===== src/rtl/sqicg_pkg.sv =====
// Package for the switch qualified item counter gate.
// Holds the qualifier phase type, drive mode codes, drive values and register indexes.
// Depends on nothing; used by switch_qualified_item_counter_gate_top.
package sqicg_pkg;

    // Qualifier phases as reported on the qualifier state output.
    typedef enum logic [1:0] {
        PH_IDLE      = 2'd0,
        PH_PRESSING  = 2'd1,
        PH_HOLDING   = 2'd2,
        PH_RELEASING = 2'd3
    } phase_t;

    // Drive mode codes carried by each input word.
    typedef enum logic [1:0] {
        MODE_INTAKE  = 2'd0,
        MODE_OFF     = 2'd1,
        MODE_REVERSE = 2'd2,
        MODE_FORCED  = 2'd3
    } drive_mode_t;

    // Motor command values.
    typedef logic signed [1:0] drive_t;
    localparam drive_t DRIVE_FWD  = 2'sd1;
    localparam drive_t DRIVE_STOP = 2'sd0;
    localparam drive_t DRIVE_REV  = -2'sd1;

    // Configuration register indexes.
    localparam int unsigned CFG_INDEX_W = 2;
    localparam int unsigned CFG_DATA_W  = 16;
    localparam logic [CFG_INDEX_W-1:0] REG_PRESS_TICKS   = 2'd0;
    localparam logic [CFG_INDEX_W-1:0] REG_RELEASE_TICKS = 2'd1;
    localparam logic [CFG_INDEX_W-1:0] REG_ITEM_CAPACITY = 2'd2;

    // Register widths and reset values.
    localparam int unsigned TICKS_W    = 16;
    localparam int unsigned CAPACITY_W = 8;
    localparam int unsigned COUNT_OUT_W = 8;
    localparam logic [TICKS_W-1:0]    PRESS_TICKS_RST   = 16'd10;
    localparam logic [TICKS_W-1:0]    RELEASE_TICKS_RST = 16'd10;
    localparam logic [CAPACITY_W-1:0] ITEM_CAPACITY_RST = 8'd5;

endpackage


===== src/rtl/switch_qualified_item_counter_gate_top.sv =====
// Top level of the switch qualified item counter gate.
// Qualifies limit-switch presses and releases, counts items and gates the drives.
// Depends on sqicg_pkg.
//
//  channel | direction | handshake          | payload
//  --------+-----------+--------------------+------------------------------------------------
//  s_      | in        | s_valid / s_ready  | s_switch_pressed, s_drive_mode, s_clear_count
//  m_      | out       | m_valid / m_ready  | m_intake_drive, m_feeder_drive, m_item_count,
//          |           |                    | m_qualifier_state
//  cfg_    | in        | cfg_wr_en          | cfg_index, cfg_wdata
//
// One word per cycle while the result channel is not stalled; a result word passes from the
// input register to the result register through the state update.
// Reset (aresetn low, synchronous) empties both stages, sets the phase to idle, clears the
// timer and the count, and loads the register defaults (10, 10, 5).
// A stalled result holds the result register; the input register still takes one more word if it is empty.
module switch_qualified_item_counter_gate_top #(
    parameter int unsigned TIMER_WIDTH = 16,
    parameter int unsigned COUNT_WIDTH = 8
) (
    input  logic                                    aclk,
    input  logic                                    aresetn,
    // Input word channel
    input  logic                                    s_valid,
    output logic                                    s_ready,
    input  logic                                    s_switch_pressed,
    input  logic [1:0]                              s_drive_mode,
    input  logic                                    s_clear_count,
    // Result word channel
    output logic                                    m_valid,
    input  logic                                    m_ready,
    output logic signed [1:0]                       m_intake_drive,
    output logic signed [1:0]                       m_feeder_drive,
    output logic [sqicg_pkg::COUNT_OUT_W-1:0]       m_item_count,
    output logic [1:0]                              m_qualifier_state,
    // Configuration write port
    input  logic                                    cfg_wr_en,
    input  logic [sqicg_pkg::CFG_INDEX_W-1:0]       cfg_index,
    input  logic [sqicg_pkg::CFG_DATA_W-1:0]        cfg_wdata
);

    localparam int unsigned CMP_W = (TIMER_WIDTH > sqicg_pkg::TICKS_W) ?
                                    TIMER_WIDTH : sqicg_pkg::TICKS_W;
    localparam int unsigned CAP_CMP_W = (COUNT_WIDTH > sqicg_pkg::CAPACITY_W) ?
                                        COUNT_WIDTH : sqicg_pkg::CAPACITY_W;

    // Configuration registers
    logic [sqicg_pkg::TICKS_W-1:0]    press_ticks_reg;
    logic [sqicg_pkg::TICKS_W-1:0]    release_ticks_reg;
    logic [sqicg_pkg::CAPACITY_W-1:0] item_capacity_reg;

    // Input stage
    logic                             in_valid_reg;
    logic                             in_pressed_reg;
    sqicg_pkg::drive_mode_t           in_mode_reg;
    logic                             in_clear_reg;

    // Qualifier state
    sqicg_pkg::phase_t                phase_reg;
    sqicg_pkg::phase_t                phase_next;
    logic [TIMER_WIDTH-1:0]           timer_reg;
    logic [TIMER_WIDTH-1:0]           timer_next;
    logic [COUNT_WIDTH-1:0]           count_reg;
    logic [COUNT_WIDTH-1:0]           count_next;

    // Result stage
    logic                             out_valid_reg;
    sqicg_pkg::drive_t                intake_reg;
    sqicg_pkg::drive_t                feeder_reg;
    logic [sqicg_pkg::COUNT_OUT_W-1:0] item_count_reg;
    sqicg_pkg::phase_t                state_out_reg;

    // Combinational helpers
    logic                             advance;
    logic [TIMER_WIDTH-1:0]           timer_bumped;
    logic [COUNT_WIDTH-1:0]           count_base;
    logic [COUNT_WIDTH-1:0]           count_bumped;
    logic                             press_done;
    logic                             release_done;
    logic                             below_capacity;
    sqicg_pkg::drive_t                intake_next;
    sqicg_pkg::drive_t                feeder_next;

    // The input word moves on whenever the result register is free or being emptied.
    assign advance = !out_valid_reg || m_ready;
    assign s_ready = !in_valid_reg || advance;

    // Configuration writes; an index beyond the list is ignored.
    always_ff @(posedge aclk) begin
        if (!aresetn) begin
            press_ticks_reg   <= sqicg_pkg::PRESS_TICKS_RST;
            release_ticks_reg <= sqicg_pkg::RELEASE_TICKS_RST;
            item_capacity_reg <= sqicg_pkg::ITEM_CAPACITY_RST;
        end else if (cfg_wr_en) begin
            if (cfg_index == sqicg_pkg::REG_PRESS_TICKS) begin
                press_ticks_reg <= cfg_wdata;
            end else if (cfg_index == sqicg_pkg::REG_RELEASE_TICKS) begin
                release_ticks_reg <= cfg_wdata;
            end else if (cfg_index == sqicg_pkg::REG_ITEM_CAPACITY) begin
                item_capacity_reg <= cfg_wdata[sqicg_pkg::CAPACITY_W-1:0];
            end
        end
    end

    // Saturating timer and count increments, and the threshold compares.
    always_comb begin
        timer_bumped   = (timer_reg == '1) ? timer_reg : timer_reg + 1'b1;
        count_base     = in_clear_reg ? '0 : count_reg;
        count_bumped   = (count_base == '1) ? count_base : count_base + 1'b1;
        press_done     = CMP_W'(timer_bumped) > CMP_W'(press_ticks_reg);
        release_done   = CMP_W'(timer_bumped) > CMP_W'(release_ticks_reg);
    end

    // Qualifier step; the clear acts before it.
    always_comb begin
        phase_next = phase_reg;
        timer_next = timer_reg;
        count_next = count_base;
        unique case (phase_reg)
            sqicg_pkg::PH_IDLE: begin
                if (in_pressed_reg) begin
                    phase_next = sqicg_pkg::PH_PRESSING;
                    timer_next = '0;
                end
            end
            sqicg_pkg::PH_PRESSING: begin
                if (!in_pressed_reg) begin
                    phase_next = sqicg_pkg::PH_IDLE;
                end else begin
                    timer_next = timer_bumped;
                    if (press_done) begin
                        phase_next = sqicg_pkg::PH_HOLDING;
                    end
                end
            end
            sqicg_pkg::PH_HOLDING: begin
                if (!in_pressed_reg) begin
                    phase_next = sqicg_pkg::PH_RELEASING;
                    timer_next = '0;
                end
            end
            sqicg_pkg::PH_RELEASING: begin
                if (in_pressed_reg) begin
                    phase_next = sqicg_pkg::PH_HOLDING;
                end else begin
                    timer_next = timer_bumped;
                    if (release_done) begin
                        phase_next = sqicg_pkg::PH_IDLE;
                        count_next = count_bumped;
                    end
                end
            end
            default: begin
                phase_next = sqicg_pkg::PH_IDLE;
            end
        endcase
    end

    // Drive selection from the mode, the new phase and the new count.
    always_comb begin
        below_capacity = CAP_CMP_W'(count_next) < CAP_CMP_W'(item_capacity_reg);
        intake_next    = sqicg_pkg::DRIVE_FWD;
        feeder_next    = sqicg_pkg::DRIVE_FWD;
        unique case (in_mode_reg)
            sqicg_pkg::MODE_INTAKE: begin
                intake_next = sqicg_pkg::DRIVE_FWD;
                if (phase_next == sqicg_pkg::PH_HOLDING ||
                    phase_next == sqicg_pkg::PH_RELEASING) begin
                    feeder_next = below_capacity ? sqicg_pkg::DRIVE_FWD
                                                 : sqicg_pkg::DRIVE_STOP;
                end else begin
                    feeder_next = sqicg_pkg::DRIVE_FWD;
                end
            end
            sqicg_pkg::MODE_OFF: begin
                intake_next = sqicg_pkg::DRIVE_STOP;
                feeder_next = sqicg_pkg::DRIVE_STOP;
            end
            sqicg_pkg::MODE_REVERSE: begin
                intake_next = sqicg_pkg::DRIVE_REV;
                feeder_next = sqicg_pkg::DRIVE_REV;
            end
            sqicg_pkg::MODE_FORCED: begin
                intake_next = sqicg_pkg::DRIVE_FWD;
                feeder_next = sqicg_pkg::DRIVE_FWD;
            end
            default: begin
                intake_next = sqicg_pkg::DRIVE_STOP;
                feeder_next = sqicg_pkg::DRIVE_STOP;
            end
        endcase
    end

    // Input register.
    always_ff @(posedge aclk) begin
        if (!aresetn) begin
            in_valid_reg <= 1'b0;
        end else if (s_ready) begin
            in_valid_reg <= s_valid;
        end
        if (s_valid && s_ready) begin
            in_pressed_reg <= s_switch_pressed;
            in_mode_reg    <= sqicg_pkg::drive_mode_t'(s_drive_mode);
            in_clear_reg   <= s_clear_count;
        end
    end

    // Qualifier state and result register, both updated as a word moves on.
    always_ff @(posedge aclk) begin
        if (!aresetn) begin
            phase_reg     <= sqicg_pkg::PH_IDLE;
            timer_reg     <= '0;
            count_reg     <= '0;
            out_valid_reg <= 1'b0;
        end else begin
            if (advance) begin
                out_valid_reg <= in_valid_reg;
            end
            if (advance && in_valid_reg) begin
                phase_reg <= phase_next;
                timer_reg <= timer_next;
                count_reg <= count_next;
            end
        end
        if (advance && in_valid_reg) begin
            intake_reg     <= intake_next;
            feeder_reg     <= feeder_next;
            item_count_reg <= sqicg_pkg::COUNT_OUT_W'(count_next);
            state_out_reg  <= phase_next;
        end
    end

    assign m_valid           = out_valid_reg;
    assign m_intake_drive    = intake_reg;
    assign m_feeder_drive    = feeder_reg;
    assign m_item_count      = item_count_reg;
    assign m_qualifier_state = state_out_reg;

`ifndef SYNTHESIS
    // The count only rises on a completed release.
    assert property (@(posedge aclk) disable iff (!aresetn)
        (count_reg != $past(count_reg) && count_reg != '0) |->
        ($past(phase_reg) == sqicg_pkg::PH_RELEASING && phase_reg == sqicg_pkg::PH_IDLE))
        else $error("item count rose without a completed release");

    // Holding is never reached straight from idle.
    assert property (@(posedge aclk) disable iff (!aresetn)
        (phase_reg == sqicg_pkg::PH_HOLDING) |-> ($past(phase_reg) != sqicg_pkg::PH_IDLE))
        else $error("qualifier jumped from idle to holding");

    // A stopped feeder with a running intake only happens while an item is held.
    assert property (@(posedge aclk) disable iff (!aresetn)
        (out_valid_reg && feeder_reg == sqicg_pkg::DRIVE_STOP &&
         intake_reg == sqicg_pkg::DRIVE_FWD) |->
        (state_out_reg == sqicg_pkg::PH_HOLDING || state_out_reg == sqicg_pkg::PH_RELEASING))
        else $error("feeder stopped outside a held item");

    // A word in the input stage that cannot move on stays there.
    assert property (@(posedge aclk) disable iff (!aresetn)
        (in_valid_reg && !advance) |=> in_valid_reg)
        else $error("input stage word lost during a stall");
`endif

endmodule

===== config.mk =====
export PLATFORM = sky130hd
export DESIGN_NAME = switch_qualified_item_counter_gate_top
export DESIGN_NICKNAME = d
export VERILOG_FILES = /design/src/rtl/sqicg_pkg.sv /design/src/rtl/switch_qualified_item_counter_gate_top.sv
export SDC_FILE = /design/constraint.sdc
export NUM_CORES = 1
export LEC_CHECK = 0
export BUFFER_PORTS_ARGS = -buffer_cell sky130_fd_sc_hd__buf_2
export CORE_MARGIN = 3
export CORE_UTILIZATION = 30
export CTS_CLUSTER_DIAMETER = 40
export CTS_CLUSTER_SIZE = 30
export DETAILED_ROUTE_END_ITERATION = 8
export SLEW_MARGIN = 30
export SYNTH_ARGS = -nofsm -noshare
export SYNTH_HDL_FRONTEND = slang
export SYNTH_SLANG_ARGS = --single-unit

===== constraint.sdc =====
create_clock -name aclk -period 12.1 [get_ports aclk]
set_input_delay 0.605 -clock aclk [delete_from_list [all_inputs] [get_ports aclk]]
set_output_delay 0.605 -clock aclk [all_outputs]
set_load 0.02 [all_outputs]

Word level (Yosys, flattened, before mapping)
Cells that the tools add are included.
{"block": "op_classes", "addsub": 2, "n_reduce_logical": 15, "n_mux": 22, "n_bitwise": 2, "n_lt_le_gt_ge": 3, "eq_ne": 16}
{"op": "$mux W16", "count": 5}
{"op": "$pmux W16 S4", "count": 1}
{"op": "$mux W8", "count": 5}
{"op": "$gt A16 B16 Y1", "count": 2}
{"op": "$add A16 B1 Y16 const B", "count": 1}
{"op": "$eq A16 B16 Y1 const B", "count": 1}
{"op": "$pmux W2 S4", "count": 2}
{"op": "$eq A2 B2 Y1 const B", "count": 7}
{"op": "$mux W2", "count": 6}
{"op": "$add A8 B1 Y8 const B", "count": 1}
{"op": "$eq A8 B8 Y1 const B", "count": 1}
{"op": "$lt A8 B8 Y1", "count": 1}
{"op": "$ne A2 B2 Y1 const B", "count": 4}
{"op": "$eq A2 B1 Y1 const B", "count": 3}
{"op": "$logic_not A2 Y1", "count": 3}
{"op": "$pmux W2 S3", "count": 1}
{"op": "$reduce_and A5 Y1", "count": 1}
{"op": "$reduce_and A4 Y1", "count": 1}
{"op": "$logic_or A1 B1 Y1", "count": 3}
{"op": "$reduce_and A3 Y1", "count": 1}
{"op": "$logic_and A1 B1 Y1", "count": 2}
{"op": "$logic_not A1 Y1", "count": 2}
{"op": "$mux W1", "count": 2}
{"op": "$not A1 Y1", "count": 2}
{"op": "2 further kinds", "count": 2}
{"block": "totals", "register_bits": 86, "in_bits": 27}

Depth between registers and ports, before layout
{"block": "logic_depth", "word_depth": 10, "mapped_depth": 21, "depth_no_buf": 21}

Worst setup path after synthesis
OpenSTA, ideal clock, no wires.
{"block": "synth_path", "path_kind": "flip-flop to flip-flop", "startpoint": "register timer_reg[2]", "endpoint": "register feeder_reg[0] (netlist: m_feeder_drive[0]), data pin", "t_arrival_ps": 4406, "path_buffers": 1, "stages_incl_launch_ff": 21, "required_time_ps": 11841, "slack_ps": 7435, "path_cell_list": "dfxtp_1 and4_1 nand4_1 nor3_1 and3_1 nand3_1 o21a_1 ha_1 nand4_2 a2111o_1 a311oi_2 buf_2 nand4_1 xor2_1 nor2_1 ha_1 nand4_1 a2111oi_0 nand3_1 a211oi_1 nor2_1"}
{"block": "synth_via", "elab_chain_len": 10, "word_cells_on_any_way": 20, "classes_between": "add/sub: 1; order compare: 3; eq/ne: 3; mux: 12; reduce/logical: 1"}
{"item": "start, declared", "line": "switch_qualified_item_counter_gate_top.sv:61", "text": "logic [TIMER_WIDTH-1:0] timer_reg;"}
{"item": "start signal, assigned", "line": "switch_qualified_item_counter_gate_top.sv:221", "text": "timer_reg <= timer_next;"}
{"item": "$add A16 B1 Y16 / $eq A16 B16 Y1 (equally long branches)", "line": "switch_qualified_item_counter_gate_top.sv:107", "text": "timer_bumped = (timer_reg == '1) ? timer_reg : timer_reg + 1'b1;"}
{"item": "$mux W16 *", "line": "switch_qualified_item_counter_gate_top.sv:107"}
{"item": "$gt A16 B16 Y1 *", "line": "switch_qualified_item_counter_gate_top.sv:111", "text": "release_done = CMP_W'(timer_bumped) > CMP_W'(release_ticks_reg);"}
{"item": "$mux W8 *", "line": "switch_qualified_item_counter_gate_top.sv:147", "text": "if (release_done) begin"}
{"item": "$mux W8 *", "line": "switch_qualified_item_counter_gate_top.sv:143", "text": "if (in_pressed_reg) begin"}
{"item": "$mux W8 *", "line": "switch_qualified_item_counter_gate_top.sv:119", "text": "unique case (phase_reg)"}
{"item": "named net count_next[5]", "line": "switch_qualified_item_counter_gate_top.sv:64", "text": "logic [COUNT_WIDTH-1:0] count_next;"}
{"item": "$lt A8 B8 Y1 *", "line": "switch_qualified_item_counter_gate_top.sv:161", "text": "below_capacity = CAP_CMP_W'(count_next) < CAP_CMP_W'(item_capacity_reg);"}
{"item": "$mux W1 *", "line": "switch_qualified_item_counter_gate_top.sv:169", "text": "feeder_next = below_capacity ? sqicg_pkg::DRIVE_FWD"}
{"item": "$mux W1 *", "line": "switch_qualified_item_counter_gate_top.sv:167", "text": "if (phase_next == sqicg_pkg::PH_HOLDING ||"}
{"item": "$pmux W2 S4 *", "line": "switch_qualified_item_counter_gate_top.sv:164", "text": "unique case (in_mode_reg)"}
{"item": "named net feeder_next[0]", "line": "switch_qualified_item_counter_gate_top.sv:82", "text": "sqicg_pkg::drive_t feeder_next;"}
{"item": "end signal, assigned", "line": "switch_qualified_item_counter_gate_top.sv:227", "text": "feeder_reg <= feeder_next;"}
{"item": "end, declared", "line": "switch_qualified_item_counter_gate_top.sv:69", "text": "sqicg_pkg::drive_t feeder_reg;"}
The timed path passes the listed nets; every way through them passes the cells marked *.
A chain may end at the register's enable or synchronous reset.

Final worst setup path
{"block": "layout_path", "startpoint": "register timer_reg[3]", "endpoint": "register feeder_reg[0] (netlist: m_feeder_drive[0]), data pin"}
Same word-level chain as after synthesis.

==> results by group <==
Floorplanning
  • Site Rows: 46
  • Initial core utilization: 30.8%
  • Core Footprint: 16000 sq um
  • Num ports: 43
  • Die ar.: 18000 sq um
  • Die span in y: 134 um
  • Die X: 134 um

Pwr
  • Max VDD drop: 0.0519 mV
  • Lkg Pwr: 2.26 nW
  • Pwr Density: 119 nW/um^2

Global route
  • Grt total ovfl: 0
  • Antenna violations before repair: 0
  • Pin count of the biggest net entering global routing: 78
  • First-pass GRT wire length: 18700 um
  • All-Layer GR Usage: 13.0%
  • GR peak layer: met1
  • Met1 usage: 19.1%
  • Global routing usage on met2: 18.2%
  • Vias in the first global route: 3645
  • M3 GR Usage: 3.08%

Worst setup path
  • Critical-path cell list: and4_1 > and4_1 > nand4_1 > mux2_2 > ha_1 > nor2b_1 > o211ai_1 > a2111o_1 > a311oi_2 > nand2_1 > nor2_1 > xnor2_1 > ha_1 > a211oi_1 > a2111oi_0 > nand3_1 > a211oi_1 > nor2_1
  • Biggest cell delay along the critical path: 710 ps
  • Critical Path AT: 5860 ps
  • Worst Path Class, Setup: flop to flop
  • Crit path buf inv count: 0
  • CP max stage cell: a311oi_2
  • Crit path max-delay family: simple AND/OR/NAND/NOR gates
  • Crit-path max FO: 14
  • Worst Path Required: 12190 ps
  • Worst Setup End Kind: flop
  • Nature of the critical path startpoint: flop

STA
  • Count of pins over their slew limit: 0
  • Final period util: 47.7%
  • Setup_tns: 0 ps
  • Clock Skew: 9.74 ps
  • Fmax: 173 MHz
  • RSZ-0062 raised after global routing: no
  • Final Hold Viols: 0
  • Max_slew headroom: 37.9%
  • Worst-margin pin slew: 908 ps
  • Period minus WS final: 5770 ps
  • Finish-stage setup viols: 0

Route
  • Antenna Nets Post-Route: 0
  • Vias: 3963
  • Wirelength per Cell: 13.8 um
  • Routed wire length: 11400 um
  • DR DRC count: 0
  • Via density: 4.80
  • Initial drt markers: 157
  • 1st-pass router iterations: 4

Clocking
  • Post-CTS sizing: 0
  • CTS tree: yes
  • Total CTS buffers: 9
  • Root buffer cell: clkbuf_16
  • CTS clock-pin slew for the worst setup and hold paths: 70 ps
  • H-tree levels: 3
  • Clock sinks: 85
  • Post-CTS Setup Bufs: 0
  • Clk buf depth: 2
  • Skew-Pair Late Insertion Delay: 340 ps
  • Hold buffers post-CTS: 0

Logic synthesis
  • Number of cells produced by synthesis: 576
  • Syn. warnings: 0
  • Synthesized area: 4920 sq um
  • Main synth FF type: dfxtp_1
  • Syn Nets: 644
  • Synth Area per Inst: 8.55 sq um
  • Number of flops mapped to enable cells by yosys: 17
  • Yosys reg bits: 85
  • Distinct cells, synth: 57
  • Register area share after synthesis: 38.0%
  • Ys async rst share: 0%

Layout
  • Multi-input logic area: 2790 sq um
  • Area growth syn-to-layout: 15.1%
  • Register area: 1870 sq um
  • Post-route cell area: 5670 sq um
  • Net count, final: 673
  • Share of cells above drive strength 1: 12.1%
  • Non-Filler Instances: 826
  • Fillcell total: 1699
  • Antenna diodes: 0

Placement
  • DP Cell Count: 810
  • GP Congestion: 0.842
  • Post-DP HPWL: 8380 um
  • Placed Area: 5320 sq um
  • I/O Buffers: 42

Flow run
  • Maxcap violations: 0

Outcome
  • Status: complete, no violations

Worst hold path
  • HP Class: primary input to flop
==> area by class of cell <==
| type | count | area share [%] |
|---|---|---|
| well taps | 216 | 4.77 |
| repair buffers | 44 | 3.98 |
| clock inverters | 7 | 2.12 |
| inverters | 44 | 2.92 |
| clock buffers | 9 | 3.98 |
| flip-flops and latches | 85 | 33.0 |
| multi-input cells | 421 | 49.2 |
==> synth_stat cells, drive strengths merged (2+ instances only) <==
| library cell | count | share of area, % |
|---|---|---|
| a2111o | 2 | 0.46 |
| a2111oi | 3 | 0.66 |
| a211oi | 2 | 0.30 |
| a21boi | 32 | 4.9 |
| a21o | 10 | 1.5 |
| a21oi | 30 | 3.0 |
| a311oi | 3 | 0.66 |
| a31o | 2 | 0.36 |
| a31oi | 2 | 0.25 |
| a41oi | 2 | 0.36 |
| and2 | 6 | 0.76 |
| and3 | 10 | 1.3 |
| and4 | 3 | 0.53 |
| buf | 6 | 0.58 |
| clkbuf | 20 | 1.5 |
| dfxtp | 68 | 28 |
| edfxtp | 17 | 10 |
| ha | 41 | 10 |
| inv | 44 | 3.4 |
| mux2 | 2 | 0.46 |
| mux2i | 9 | 1.8 |
| nand2 | 96 | 7.3 |
| nand2b | 3 | 0.38 |
| nand3 | 23 | 2.3 |
| nand3b | 2 | 0.30 |
| nand4 | 18 | 2.4 |
| nand4b | 2 | 0.36 |
| nor2 | 20 | 1.5 |
| nor2b | 24 | 3.0 |
| nor3 | 9 | 0.91 |
| nor3b | 5 | 0.86 |
| o211ai | 8 | 1.2 |
| o21a | 5 | 0.76 |
| o21ai | 14 | 1.4 |
| o21ba | 2 | 0.41 |
| or4 | 2 | 0.30 |
| xnor2 | 12 | 2.1 |
| xor2 | 5 | 0.89 |
==> cell families (layout without fill, tap and decap cells) <==
logic type               after synthesis  count (layout)  share of synthesized area (%)
AND/OR/NAND/NOR                      226             226                           22.8
AO/OA/AOI/OAI                        126             126                           18.0
flip-flops                            85              85                           38.0
buffers and inverters                 70             104                           5.46
adder cells (fa/ha/maj)               41              41                           10.4
XOR/XNOR                              17              17                           3.02
multiplexers                          11              11                           2.29
==> final timing paths <==
kind | start | to | slack (ps) | cells after the start
worst max-delay path | timer_reg[3] | m_feeder_drive[0] | 6330 | 18
worst min-delay path | s_drive_mode[0] | in_mode_reg[0] | 440 | 1
worst max register to register | timer_reg[3] | m_feeder_drive[0] | 6330 | 18
worst min register to register | press_ticks_reg[6] | press_ticks_reg[6] | 470 | 2
==> worst reg2reg max path: stages, from the launching register on <==
cell	delay, ps
dfxtp_1	420
and4_1	310
and4_1	260
nand4_1	490
mux2_2	510
ha_1	300
nor2b_1	130
o211ai_1	90
a2111o_1	420
a311oi_2	710
nand2_1	310
nor2_1	250
xnor2_1	130
ha_1	310
a211oi_1	90
a2111oi_0	420
nand3_1	130
a211oi_1	180
nor2_1	70
==> stage by stage <==
stage / total power (W) / setup slack [ps] / utilization (%) / hold WS [ps]
3_5_place_dp: 0.000361 / 6370 / 33.2 / 460
3_3_place_gp: 0.000361 / 6500 / 33.2 / 454
2_1_floorplan: 0.000342 / 7430 / - / 443
5_1_grt: 0.000699 / 5700 / 35.4 / 424
4_1_cts: 0.000682 / 6370 / 35.4 / 425
6_report: 0.000675 / 6330 / 35.4 / 436
==> cell usage in the layout (no fill, tap or decap), types with 10 or more instances in the layout <==
cell,instances
a21boi_0,31
and3_1,10
inv_1,44
ha_1,41
nor2_1,20
nand2_1,96
nor2b_1,24
a21o_1,10
a21oi_1,30
edfxtp_1,17
nand4_1,17
xnor2_1,12
buf_2,42
o21ai_0,14
nand3_1,23
dfxtp_1,68
==> layer usage <==
layer	vias up	wire, um	part of all wire [%]
li1	2083	-	-
met4	0	208	1.8
met3	12	344	3.0
met5	-	0	0
met2	57	4860	43
met1	1811	5990	53
==> report_power, final <==
group	total [W]	leakage [nW]	internal [W]	switching, W
sequential	0.000304	0.710	0.000297	0.00000614
clock	0.000321	0.166	0.000203	0.000118
combinational	0.0000501	1.39	0.0000190	0.0000310
Note: power is estimated with default switching activity, not from simulation.
